## src/hdl/gbn_pkg.sv

```systemverilog
// gbn_pkg: shared types and constants for the go-back-n sender window.
// Request, result and timer codes, controller states, parameter defaults.
// No dependencies.
package gbn_pkg;

	localparam int WINDOW_MAX_DEF   = 32;
	localparam int SEQ_BITS_DEF     = 16;
	localparam int PAYLOAD_BITS_DEF = 64;

	localparam int              CFG_W           = 6;
	localparam logic [CFG_W-1:0] WINDOW_SIZE_RST = 6'd8;

	typedef enum logic [1:0] {
		REQ_SEND    = 2'd0,
		REQ_ACK     = 2'd1,
		REQ_TIMEOUT = 2'd2
	} req_t;

	typedef enum logic [1:0] {
		RES_PACKET  = 2'd0,
		RES_REFUSED = 2'd1,
		RES_TIMER   = 2'd2,
		RES_IGNORED = 2'd3
	} res_kind_t;

	typedef enum logic [1:0] {
		TMR_NONE    = 2'd0,
		TMR_START   = 2'd1,
		TMR_STOP    = 2'd2,
		TMR_RESTART = 2'd3
	} tmr_act_t;

	typedef enum logic {
		ST_IDLE   = 1'b0,
		ST_REPLAY = 1'b1
	} state_t;

endpackage

```

## src/hdl/gbn_ring_ram.sv

```systemverilog
// gbn_ring_ram: payload ring storage, one write and one read port.
// Synchronous read. No dependencies.
module gbn_ring_ram #(
	parameter int DEPTH  = 32,
	parameter int ADDR_W = 5,
	parameter int DATA_W = 64
) (
	input  logic              clk,
	input  logic              wr_en,
	input  logic [ADDR_W-1:0] wr_addr,
	input  logic [DATA_W-1:0] wr_data,
	input  logic              rd_en,
	input  logic [ADDR_W-1:0] rd_addr,
	output logic [DATA_W-1:0] rd_data
);

	logic [DATA_W-1:0] mem [DEPTH];

	always_ff @(posedge clk) begin
		if (wr_en) begin
			mem[wr_addr] <= wr_data;
		end
	end

	always_ff @(posedge clk) begin
		if (rd_en) begin
			rd_data <= mem[rd_addr];
		end
	end

endmodule

```

## src/hdl/go_back_n_sender_window.sv

```systemverilog
// go_back_n_sender_window: go-back-n sender window, uses gbn_pkg and gbn_ring_ram.
// Send, ack and refusal: one result, in the cycle after accept; busy stays low,
// so one such item per cycle.
// Timeout: timer result in the cycle after accept, then, if entries are held,
// one packet per cycle read from the ring RAM; busy until the last read returns.
// Reset: counters cleared, base and next sequence 1, window 8; ring not cleared.
// The receiver cannot stall: each result is a one-cycle result_valid strobe.
module go_back_n_sender_window #(
	parameter int WINDOW_MAX   = gbn_pkg::WINDOW_MAX_DEF,
	parameter int SEQ_BITS     = gbn_pkg::SEQ_BITS_DEF,
	parameter int PAYLOAD_BITS = gbn_pkg::PAYLOAD_BITS_DEF
) (
	input  logic                      clk,
	input  logic                      arst_n,
	input  logic                      cfg_wr_en,
	input  logic [gbn_pkg::CFG_W-1:0] cfg_wr_data,
	input  logic                      start,
	output logic                      busy,
	input  logic [1:0]                req_type,
	input  logic [PAYLOAD_BITS-1:0]   payload,
	input  logic [SEQ_BITS-1:0]       ack_number,
	input  logic                      ack_check_ok,
	output logic                      result_valid,
	output logic [1:0]                result_kind,
	output logic [SEQ_BITS-1:0]       packet_seq,
	output logic [PAYLOAD_BITS-1:0]   packet_data,
	output logic [1:0]                timer_action,
	output logic [SEQ_BITS-1:0]       timer_seq,
	output logic                      window_full,
	output logic                      last_of_run
);

	import gbn_pkg::*;

	localparam int CNT_W = $clog2(WINDOW_MAX + 1);
	localparam int IDX_W = (WINDOW_MAX > 1) ? $clog2(WINDOW_MAX) : 1;

	function automatic logic [IDX_W-1:0] ring_add(input logic [IDX_W-1:0] a,
		input logic [CNT_W-1:0] b);
		logic [CNT_W:0] s;
		s = (CNT_W+1)'(a) + (CNT_W+1)'(b);
		if (32'(s) >= WINDOW_MAX) begin
			s = s - (CNT_W+1)'(WINDOW_MAX);
		end
		return IDX_W'(s);
	endfunction

	state_t                state_q, state_d;
	logic [CFG_W-1:0]      ws_q;
	logic [CNT_W-1:0]      cnt_q, cnt_d;
	logic [IDX_W-1:0]      head_q, head_d;
	logic [SEQ_BITS-1:0]   base_q, base_d;
	logic [SEQ_BITS-1:0]   next_q, next_d;
	logic [CNT_W-1:0]      rp_i_q, rp_i_d;

	logic                  rp_valid_s1, rp_valid_d;
	logic                  rp_last_s1, rp_last_d;
	logic [SEQ_BITS-1:0]   rp_seq_s1, rp_seq_d;

	logic                  res_v_d;
	logic [1:0]            kind_d, tact_d;
	logic [SEQ_BITS-1:0]   seq_d, tseq_d;
	logic [PAYLOAD_BITS-1:0] data_d;
	logic                  full_d, last_d;

	logic [CNT_W-1:0]      eff;
	logic                  full_now;
	logic [SEQ_BITS-1:0]   ack_dist;
	logic [CNT_W-1:0]      num;
	logic                  wr_en, rd_en;
	logic [IDX_W-1:0]      wr_addr, rd_addr;
	logic [PAYLOAD_BITS-1:0] rd_data;

	gbn_ring_ram #(
		.DEPTH (WINDOW_MAX),
		.ADDR_W(IDX_W),
		.DATA_W(PAYLOAD_BITS)
	) u_ring (
		.clk    (clk),
		.wr_en  (wr_en),
		.wr_addr(wr_addr),
		.wr_data(payload),
		.rd_en  (rd_en),
		.rd_addr(rd_addr),
		.rd_data(rd_data)
	);

	always_comb begin
		if (ws_q == '0) begin
			eff = CNT_W'(1);
		end else if (32'(ws_q) > WINDOW_MAX) begin
			eff = CNT_W'(WINDOW_MAX);
		end else begin
			eff = CNT_W'(ws_q);
		end
	end

	assign full_now = (cnt_q >= eff);
	assign ack_dist = ack_number - base_q;
	assign num      = CNT_W'(32'(ack_dist) + 1);
	assign wr_addr  = ring_add(head_q, cnt_q);
	assign rd_addr  = ring_add(head_q, rp_i_q);

	always_comb begin
		state_d    = state_q;
		cnt_d      = cnt_q;
		head_d     = head_q;
		base_d     = base_q;
		next_d     = next_q;
		rp_i_d     = rp_i_q;
		rp_valid_d = 1'b0;
		rp_last_d  = 1'b0;
		rp_seq_d   = base_q + SEQ_BITS'(rp_i_q);
		res_v_d    = 1'b0;
		kind_d     = RES_PACKET;
		seq_d      = '0;
		data_d     = '0;
		tact_d     = TMR_NONE;
		tseq_d     = '0;
		full_d     = full_now;
		last_d     = 1'b1;
		wr_en      = 1'b0;
		rd_en      = 1'b0;
		busy       = 1'b1;

		// replay read data returns: emit the packet
		if (rp_valid_s1) begin
			res_v_d = 1'b1;
			seq_d   = rp_seq_s1;
			data_d  = rd_data;
			last_d  = rp_last_s1;
		end

		unique case (state_q)
			ST_IDLE: begin
				busy = rp_valid_s1;
				if (start && !rp_valid_s1) begin
					case (req_type)
						REQ_SEND: begin
							res_v_d = 1'b1;
							if (full_now) begin
								kind_d = RES_REFUSED;
								full_d = 1'b1;
							end else begin
								wr_en  = 1'b1;
								seq_d  = next_q;
								data_d = payload;
								if (cnt_q == '0) begin
									tact_d = TMR_START;
									tseq_d = next_q;
								end
								cnt_d  = cnt_q + CNT_W'(1);
								next_d = next_q + SEQ_BITS'(1);
								full_d = (cnt_q + CNT_W'(1)) >= eff;
							end
						end
						REQ_ACK: begin
							res_v_d = 1'b1;
							if (!ack_check_ok || cnt_q == '0 || 32'(ack_dist) >= 32'(cnt_q)) begin
								kind_d = RES_IGNORED;
							end else begin
								kind_d = RES_TIMER;
								base_d = ack_number + SEQ_BITS'(1);
								head_d = ring_add(head_q, num);
								cnt_d  = cnt_q - num;
								full_d = (cnt_q - num) >= eff;
								if (cnt_q == num) begin
									tact_d = TMR_STOP;
									tseq_d = base_q;
								end else begin
									tact_d = TMR_RESTART;
									tseq_d = ack_number + SEQ_BITS'(1);
								end
							end
						end
						REQ_TIMEOUT: begin
							res_v_d = 1'b1;
							kind_d  = RES_TIMER;
							tact_d  = TMR_RESTART;
							tseq_d  = base_q;
							last_d  = (cnt_q == '0);
							if (cnt_q != '0) begin
								state_d = ST_REPLAY;
								rp_i_d  = '0;
							end
						end
						default: ;
					endcase
				end
			end
			ST_REPLAY: begin
				rd_en      = 1'b1;
				rp_valid_d = 1'b1;
				rp_last_d  = (rp_i_q + CNT_W'(1)) == cnt_q;
				rp_i_d     = rp_i_q + CNT_W'(1);
				if ((rp_i_q + CNT_W'(1)) == cnt_q) begin
					state_d = ST_IDLE;
				end
			end
			default: ;
		endcase
	end

	always_ff @(posedge clk or negedge arst_n) begin
		if (!arst_n) begin
			state_q <= ST_IDLE;
		end else begin
			state_q <= state_d;
		end
	end

	always_ff @(posedge clk or negedge arst_n) begin
		if (!arst_n) begin
			ws_q         <= WINDOW_SIZE_RST;
			cnt_q        <= '0;
			head_q       <= '0;
			base_q       <= SEQ_BITS'(1);
			next_q       <= SEQ_BITS'(1);
			rp_i_q       <= '0;
			rp_valid_s1  <= 1'b0;
			result_valid <= 1'b0;
		end else begin
			if (cfg_wr_en) begin
				ws_q <= cfg_wr_data;
			end
			cnt_q        <= cnt_d;
			head_q       <= head_d;
			base_q       <= base_d;
			next_q       <= next_d;
			rp_i_q       <= rp_i_d;
			rp_valid_s1  <= rp_valid_d;
			result_valid <= res_v_d;
		end
	end

	always_ff @(posedge clk) begin
		rp_last_s1   <= rp_last_d;
		rp_seq_s1    <= rp_seq_d;
		result_kind  <= kind_d;
		packet_seq   <= seq_d;
		packet_data  <= data_d;
		timer_action <= tact_d;
		timer_seq    <= tseq_d;
		window_full  <= full_d;
		last_of_run  <= last_d;
	end

	a_cnt_bound: assert property (@(posedge clk) disable iff (!arst_n)
		32'(cnt_q) <= WINDOW_MAX)
		else $error("entry count beyond ring depth");

	a_no_rw_overlap: assert property (@(posedge clk) disable iff (!arst_n)
		!(wr_en && rd_en))
		else $error("ring write during replay");

	a_replay_out: assert property (@(posedge clk) disable iff (!arst_n)
		rp_valid_s1 |=> result_valid && result_kind == RES_PACKET)
		else $error("replay read without packet transfer");

	a_item_out: assert property (@(posedge clk) disable iff (!arst_n)
		start && !busy && (req_type == REQ_SEND || req_type == REQ_ACK)
		|=> result_valid && last_of_run)
		else $error("send or ack without single result");

	a_replay_busy: assert property (@(posedge clk) disable iff (!arst_n)
		state_q == ST_REPLAY |=> busy)
		else $error("accepting while replay drains");

endmodule
```

## config.mk

```make
export PLATFORM = sky130hd
export DESIGN_NAME = go_back_n_sender_window
export DESIGN_NICKNAME = d
export VERILOG_FILES = /design/src/hdl/gbn_pkg.sv /design/src/hdl/gbn_ring_ram.sv /design/src/hdl/go_back_n_sender_window.sv
export SDC_FILE = /design/constraint.sdc
export NUM_CORES = 2
export LEC_CHECK = 0
export ABC_AREA = 1
export BUFFER_PORTS_ARGS = -buffer_cell sky130_fd_sc_hd__buf_2
export CAP_MARGIN = 20
export CORE_MARGIN = 2
export CORE_UTILIZATION = 41
export DETAILED_ROUTE_END_ITERATION = 8
export SLEW_MARGIN = 20
export SYNTH_ARGS = -nofsm -noshare
export SYNTH_HDL_FRONTEND = slang
export SYNTH_SLANG_ARGS = --single-unit
export TNS_END_PERCENT = 20
```

## constraint.sdc

```tcl
create_clock -name clk -period 6.5 [get_ports clk]
set_clock_uncertainty 0.05 [all_clocks]
set_input_delay 0.325 -clock clk [delete_from_list [all_inputs] [get_ports clk]]
set_output_delay 0.325 -clock clk [all_outputs]
set_load 0.05 [all_outputs]
```

-- Word level (Yosys, flattened, before mapping)
Memory sizes are Yosys's and may differ from the RTL's. A register that Yosys moved wholly into a read port is not among the register bits.
Cells that the tools add are included.
- input port bits: 93
- flip-flop bits (word level): 177
- word-level logic and storage cells: 131
- output and inout bits: 104
- memories kept: 1
- bits in writable memories: 2048
- memory list (memory ; depth ; width ; read ports ; clocked after memory_dff ; wr ports ; line ; text):
    u_ring.mem ; 32 ; 64 ; 1 ; 1 ; 1 ; gbn_ring_ram.sv:17 ; logic [DATA_W-1:0] mem [DEPTH];
- equal/unequal tests: 9
- add/sub/neg operators: 14
- magnitude comparators: 8
- multiplexer cells: 61
- reduce and logical (&&, ||, !) cells: 16
- bitwise operators: 4
- operators with widths (cell ; number):
    $mux 64 ; 5
    $mux 16 ; 9
    $pmux 16 s3 ; 1
    $mux 6 ; 7
    $add 16x1->16 const B ; 2
    $mux 1 ; 29
    $pmux 6 s2 ; 2
    $add 5x6->7 ; 3
    $ge 7x6->1 const B ; 3
    $add 6x1->6 const B ; 3
    $ge 6x6->1 ; 3
    $add 16x6->16 ; 1
    $ge 16x6->1 ; 1
    $sub 16x16->16 ; 1
    $mux 5 ; 3
    $sub 5x1->5 const B ; 3
    $eq 6x6->1 ; 2
    $logic_not 6->1 ; 2
    $pmux 2 s3 ; 2
    $ne 2x2->1 const B ; 4
    $reduce_and 4->1 ; 2
    $gt 6x6->1 const B ; 1
    $reduce_bool 6->1 ; 1
    $sub 6x6->6 ; 1
    15 further kinds ; 21

-- Longest topological paths before layout
- depth after elaboration: 10
- depth in mapped cells: 26
- depth with buffers taken out: 25

-- Hierarchy
Synthesis repeated with hierarchy kept, for this count alone.
- cell total of the unflattened synthesis: 8001
- area, all modules: 93484.7 µm²
- modules (own cells, without submodules) (module ; times used ; area each (µm²) ; cells an instance ; sequential area each (µm²)):
    gbn_ring_ram ; 1 ; 83662.7 ; 6768 ; 63420.8
    go_back_n_sender_window ; 1 ; 9821.9 ; 1233 ; 3837.4

-- Worst setup path after synthesis
No wires, ideal clock.
- path type: register to register
- start: reg ws_q[2]
- end: mem u_ring.mem[10][0] (enable)
- clock period less this slack: 5466 ps
- required time: 5963 ps
- stages on the path, launching flop included: 17
- slack: 1034 ps
- path buffers: 1
- setup time: 487 ps
- data arrival time: 4929 ps
- cell sequence: dfrtp_1 -> nor3_1 -> nand3_1 -> nand2_1 -> nand2_1 -> ha_1 -> inv_1 -> nor2_1 -> o21ai_0 -> o211a_1 -> nand3_2 -> inv_2 -> nand2_2 -> buf_4 -> nor2_1 -> nand3_1 -> nor2_1
- longest elaborated chain between the ends: 10
- elaborated cells between the ends (all ways): 11
- those cells by class: order compare: 2; mux: 8; reduce/logical: 1
- ends and longest elaborated chain (item ; line ; text):
    start, declared ; go_back_n_sender_window.sv:49 ; logic [CFG_W-1:0] ws_q;
    start signal, assigned ; go_back_n_sender_window.sv:224 ; ws_q <= cfg_wr_data;
    $gt 6x6->1 ; go_back_n_sender_window.sv:91 ; end else if (32'(ws_q) > WINDOW_MAX) begin
    $mux 6 ; go_back_n_sender_window.sv:91 ;
    $mux 6 * ; go_back_n_sender_window.sv:89 ; if (ws_q == '0) begin
    $ge 6x6->1 * ; go_back_n_sender_window.sv:98 ; assign full_now = (cnt_q >= eff);
    $mux 1 * ; go_back_n_sender_window.sv:141 ; if (full_now) begin
    $mux 1 * ; go_back_n_sender_window.sv:138 ; case (req_type)
    $mux 1 * ; go_back_n_sender_window.sv:137 ; if (start && !rp_valid_s1) begin
    $mux 1 * ; go_back_n_sender_window.sv:134 ; unique case (state_q)
    $mux 1 * ; gbn_ring_ram.sv:20 ; if (wr_en) begin
    $mux 1 (implied by the code) * ; gbn_ring_ram.sv:21 ; mem[wr_addr] <= wr_data;
    end, declared ; gbn_ring_ram.sv:17 ;
Mark *: on every way between the ends. The rest lies on a longest branch, timed or not.

-- Worst setup path in the final report
- start: reg ws_q[2]
- end: mem u_ring.mem[11][35] (enable)
The elaborated chain is that of the path after synthesis.

==> run_results.csv <==
group,metric,value,unit
status,status,"finished clean",
grt,grt_pass1_vias,53800,
timing,rsz0062_at_grt,"false",
critical_path,rr_startpoint,"ws_q[2]",
power_and_ir_drop,vdd_drop_max,0.501,mV
cells_and_area,fillerInstances,19200,
cts,clockBufferDepth,3,
die,ios,197,
cells_and_area,layout-drive-gt1-share,11.3,%
die,dieArea,0.227,mm²
placed_design,dp_hpwl,130000,µm
timing,max-slew-margin-rel,16.9,%
grt,antenna_found_initial,6,
cells_and_area,final_area,0.105,mm²
critical_path,path_class,"flip-flop to flip-flop",
placed_design,portBuffers,196,
route,viasPerCell,5.74,
die,rows,173,
route,vias,55200,
cts,h-tree-depth,4,
yosys,synthCells,6221,
critical_path,critPathLaunchType,"flip-flop",
route,wl,247000,µm
min_path,worst_hold_path_type,"input port to async pin",
yosys,yosys.area.top_type,"edfxtp_1",
yosys,synth_area_per_cell,14.7,µm²
timing,worst_pin_slew,1.25,ns
placed_design,dp.cells,9079,
critical_path,critical_path_arrival,5.20,ns
placed_design,gp_congestion,0.845,
yosys,yosysWarnings,0,
critical_path,critical_path_required,7.00,ns
cells_and_area,fin_cells,9617,
yosys,synth.most_common_cell,"edfxtp_1",
yosys,ys_top_cells_by_area,"edfxtp_1, mux2i_1, o221ai_1",
die,fp.dieW,476,µm
yosys,ys_async_sr_fraction,2.53,%
critical_path,rr_worst_depth,16,
critical_path,startpoint,"ws_q[2]",
timing,report.final.slew_viol_count,0,
cts,cts.clk_slew.worst_paths,0.06,ns
power_and_ir_drop,leakagePower,35.9,nW
yosys,ys.flop_type,"edfxtp_1",
timing,timing.fmax,213,MHz
power_and_ir_drop,power_density,406,mW/mm²
timing,min_period_over_period,72.4,%
yosys,synth_edf_count,2112,
route,detail-route-antenna-nets,0,
yosys,syn_area,0.0915,mm²
die,floorplan.initialDensity,41.2,%
yosys,synth_top_area_share,69.3,%
placed_design,postPlaceCellArea,0.0959,mm²
yosys,synth_seq_cells,2289,
route,first_iter_violations,5696,
die,core_area,0.222,mm²
cts,cts_tree,"built",
cells_and_area,layout.nets,6613,
critical_path,end_kind,"flip-flop",
grt,grt-ovfl-total,0,
route,dr.pass1.iters,6,
route,drt-wirelength-per-cell,25.7,µm
yosys,synth.distinct_cells,61,
cts,insertion_delay,0.86,ns
timing,fin_crit,4.70,ns
die,die_h,476,µm
yosys,syn_nets,6394,
critical_path,crit_path_max_fanout,28,
grt,grt_pass1_wl,364000,µm
cts,root_buffer,"clkbuf_16",
cts,cts_sinks,2289,
cts,cts_made_buffers,228,
timing,finalHoldViolations,0,
grt,track_usage,21.2,%
yosys,ys_seq_area_share,73.5,%
timing,setup_tns,0,ns
yosys,synth_top_cells_by_count,"edfxtp_1, nor2_1, o21ai_0",
route,drc,0,
grt,grt_max_degree,178,
flow_run,max_cap_violations,0,
timing,setup_violations,0,
cells_and_area,syn_to_final_growth,14.2,%
[final timing paths]
| check | to | slack, ns |
|---|---|---|
| max reg2reg | u_ring.mem[11][35] | 1.80 |
| min in group clk | base_q[0] | 0.25 |
| min reg2reg | packet_seq[7] | 0.36 |
| min | base_q[4] | 0.14 |
| max | u_ring.mem[11][35] | 1.80 |
| max in group asynchronous | state_q | 5.54 |
[repair_timing]
item | 4_1_cts | 5_1_grt
resized for setup | 0 | 0
endpoints found under the hold margin | 2020 | 0
hold buffers | 106 | 0
setup buffers | 0 | 0
[cell usage in the layout, fill, tap and decap left out, types with 69 or more instances in the layout]
master and count:
mux2i_1 512, nand2_1 293, buf_2 196, dfxtp_1 119, inv_1 163, buf_4 69, o221ai_1 512, ha_1 72
nor2_1 558, edfxtp_1 2112, clkbuf_16 230, nand3_1 336, o21ai_0 542, dlygate4sd3_1 106
[worst max-delay path, stage by stage (launching register included)]
cell	delay [ns]
dfrtp_1	0.40
nor3_1	0.21
nand3_1	0.13
nand2_1	0.12
nand2_1	0.12
ha_1	0.30
inv_1	0.07
nor2_1	0.04
o21ai_0	0.15
o211a_1	0.21
nand3_2	0.21
inv_2	0.18
nand2_2	0.34
nor2_1	0.32
nand3_1	0.36
nor2_4	0.79
buf_12	0.34
[final cells by class]
type / count / area [µm²] / share of cell area (%)
tap: 2975 / 3720 / 3.56
clock buffer: 313 / 6320 / 6.04
inverter: 176 / 688 / 0.658
antenna: 2 / 5.00 / 0.00479
clock inverter: 117 / 1180 / 1.13
timing repair buffer: 408 / 3300 / 3.16
sequential: 2289 / 67300 / 64.4
multi-input combinational: 3337 / 22000 / 21.1
[logic make-up after synthesis]
group,count (synthesis),synth area share (%)
fa+ha+maj,80,1.14
xor+xnor,67,0.641
simple gates,1390,6.72
flops,2289,73.5
buf+inv,595,2.78
compound gates,1285,9.59
mux,515,5.64
[registers in the layout, indices dropped and copies added (netlist names)]
register	flops
result_kind	2
ws_q	6
result_valid	1
head_q	5
next_q	16
packet_data	64
rp_i_q	6
u_ring.rd_data	64
last_of_run	1
base_q	16
rp_last_s1	1
timer_action	2
cnt_q	6
state_q	1
u_ring.mem	2048
timer_seq	16
rp_seq_s1	16
packet_seq	16
rp_valid_s1	1
window_full	1
[per-layer routing]
layer	wire length (µm)	part of all wire, %	GRT usage, %
met3	17000	6.9	3.29
met4	6150	2.5	6.06
met5	0	0	0
met2	116000	47	33.9
met1	107000	43	30.0
[power by group]
group	internal, mW	switching [mW]
Combinational	3.73	8.31
Clock	7.45	5.62
Sequential	16.8	0.506
[metrics by stage]
step                hold WS (ns)  setup slack (ns)  utilization (%)  total power, mW
floorplan                -0.0206              1.03                -             25.7
global placement           0.387              1.73             43.2             29.5
detailed placement         0.371              1.79             43.2             29.6
CTS                        0.106              1.78             47.1             42.7
global route               0.186              1.49             47.1             44.3
finish                     0.140              1.80             47.1             42.4
No activity file was read; power rests on OpenSTA's default activity.
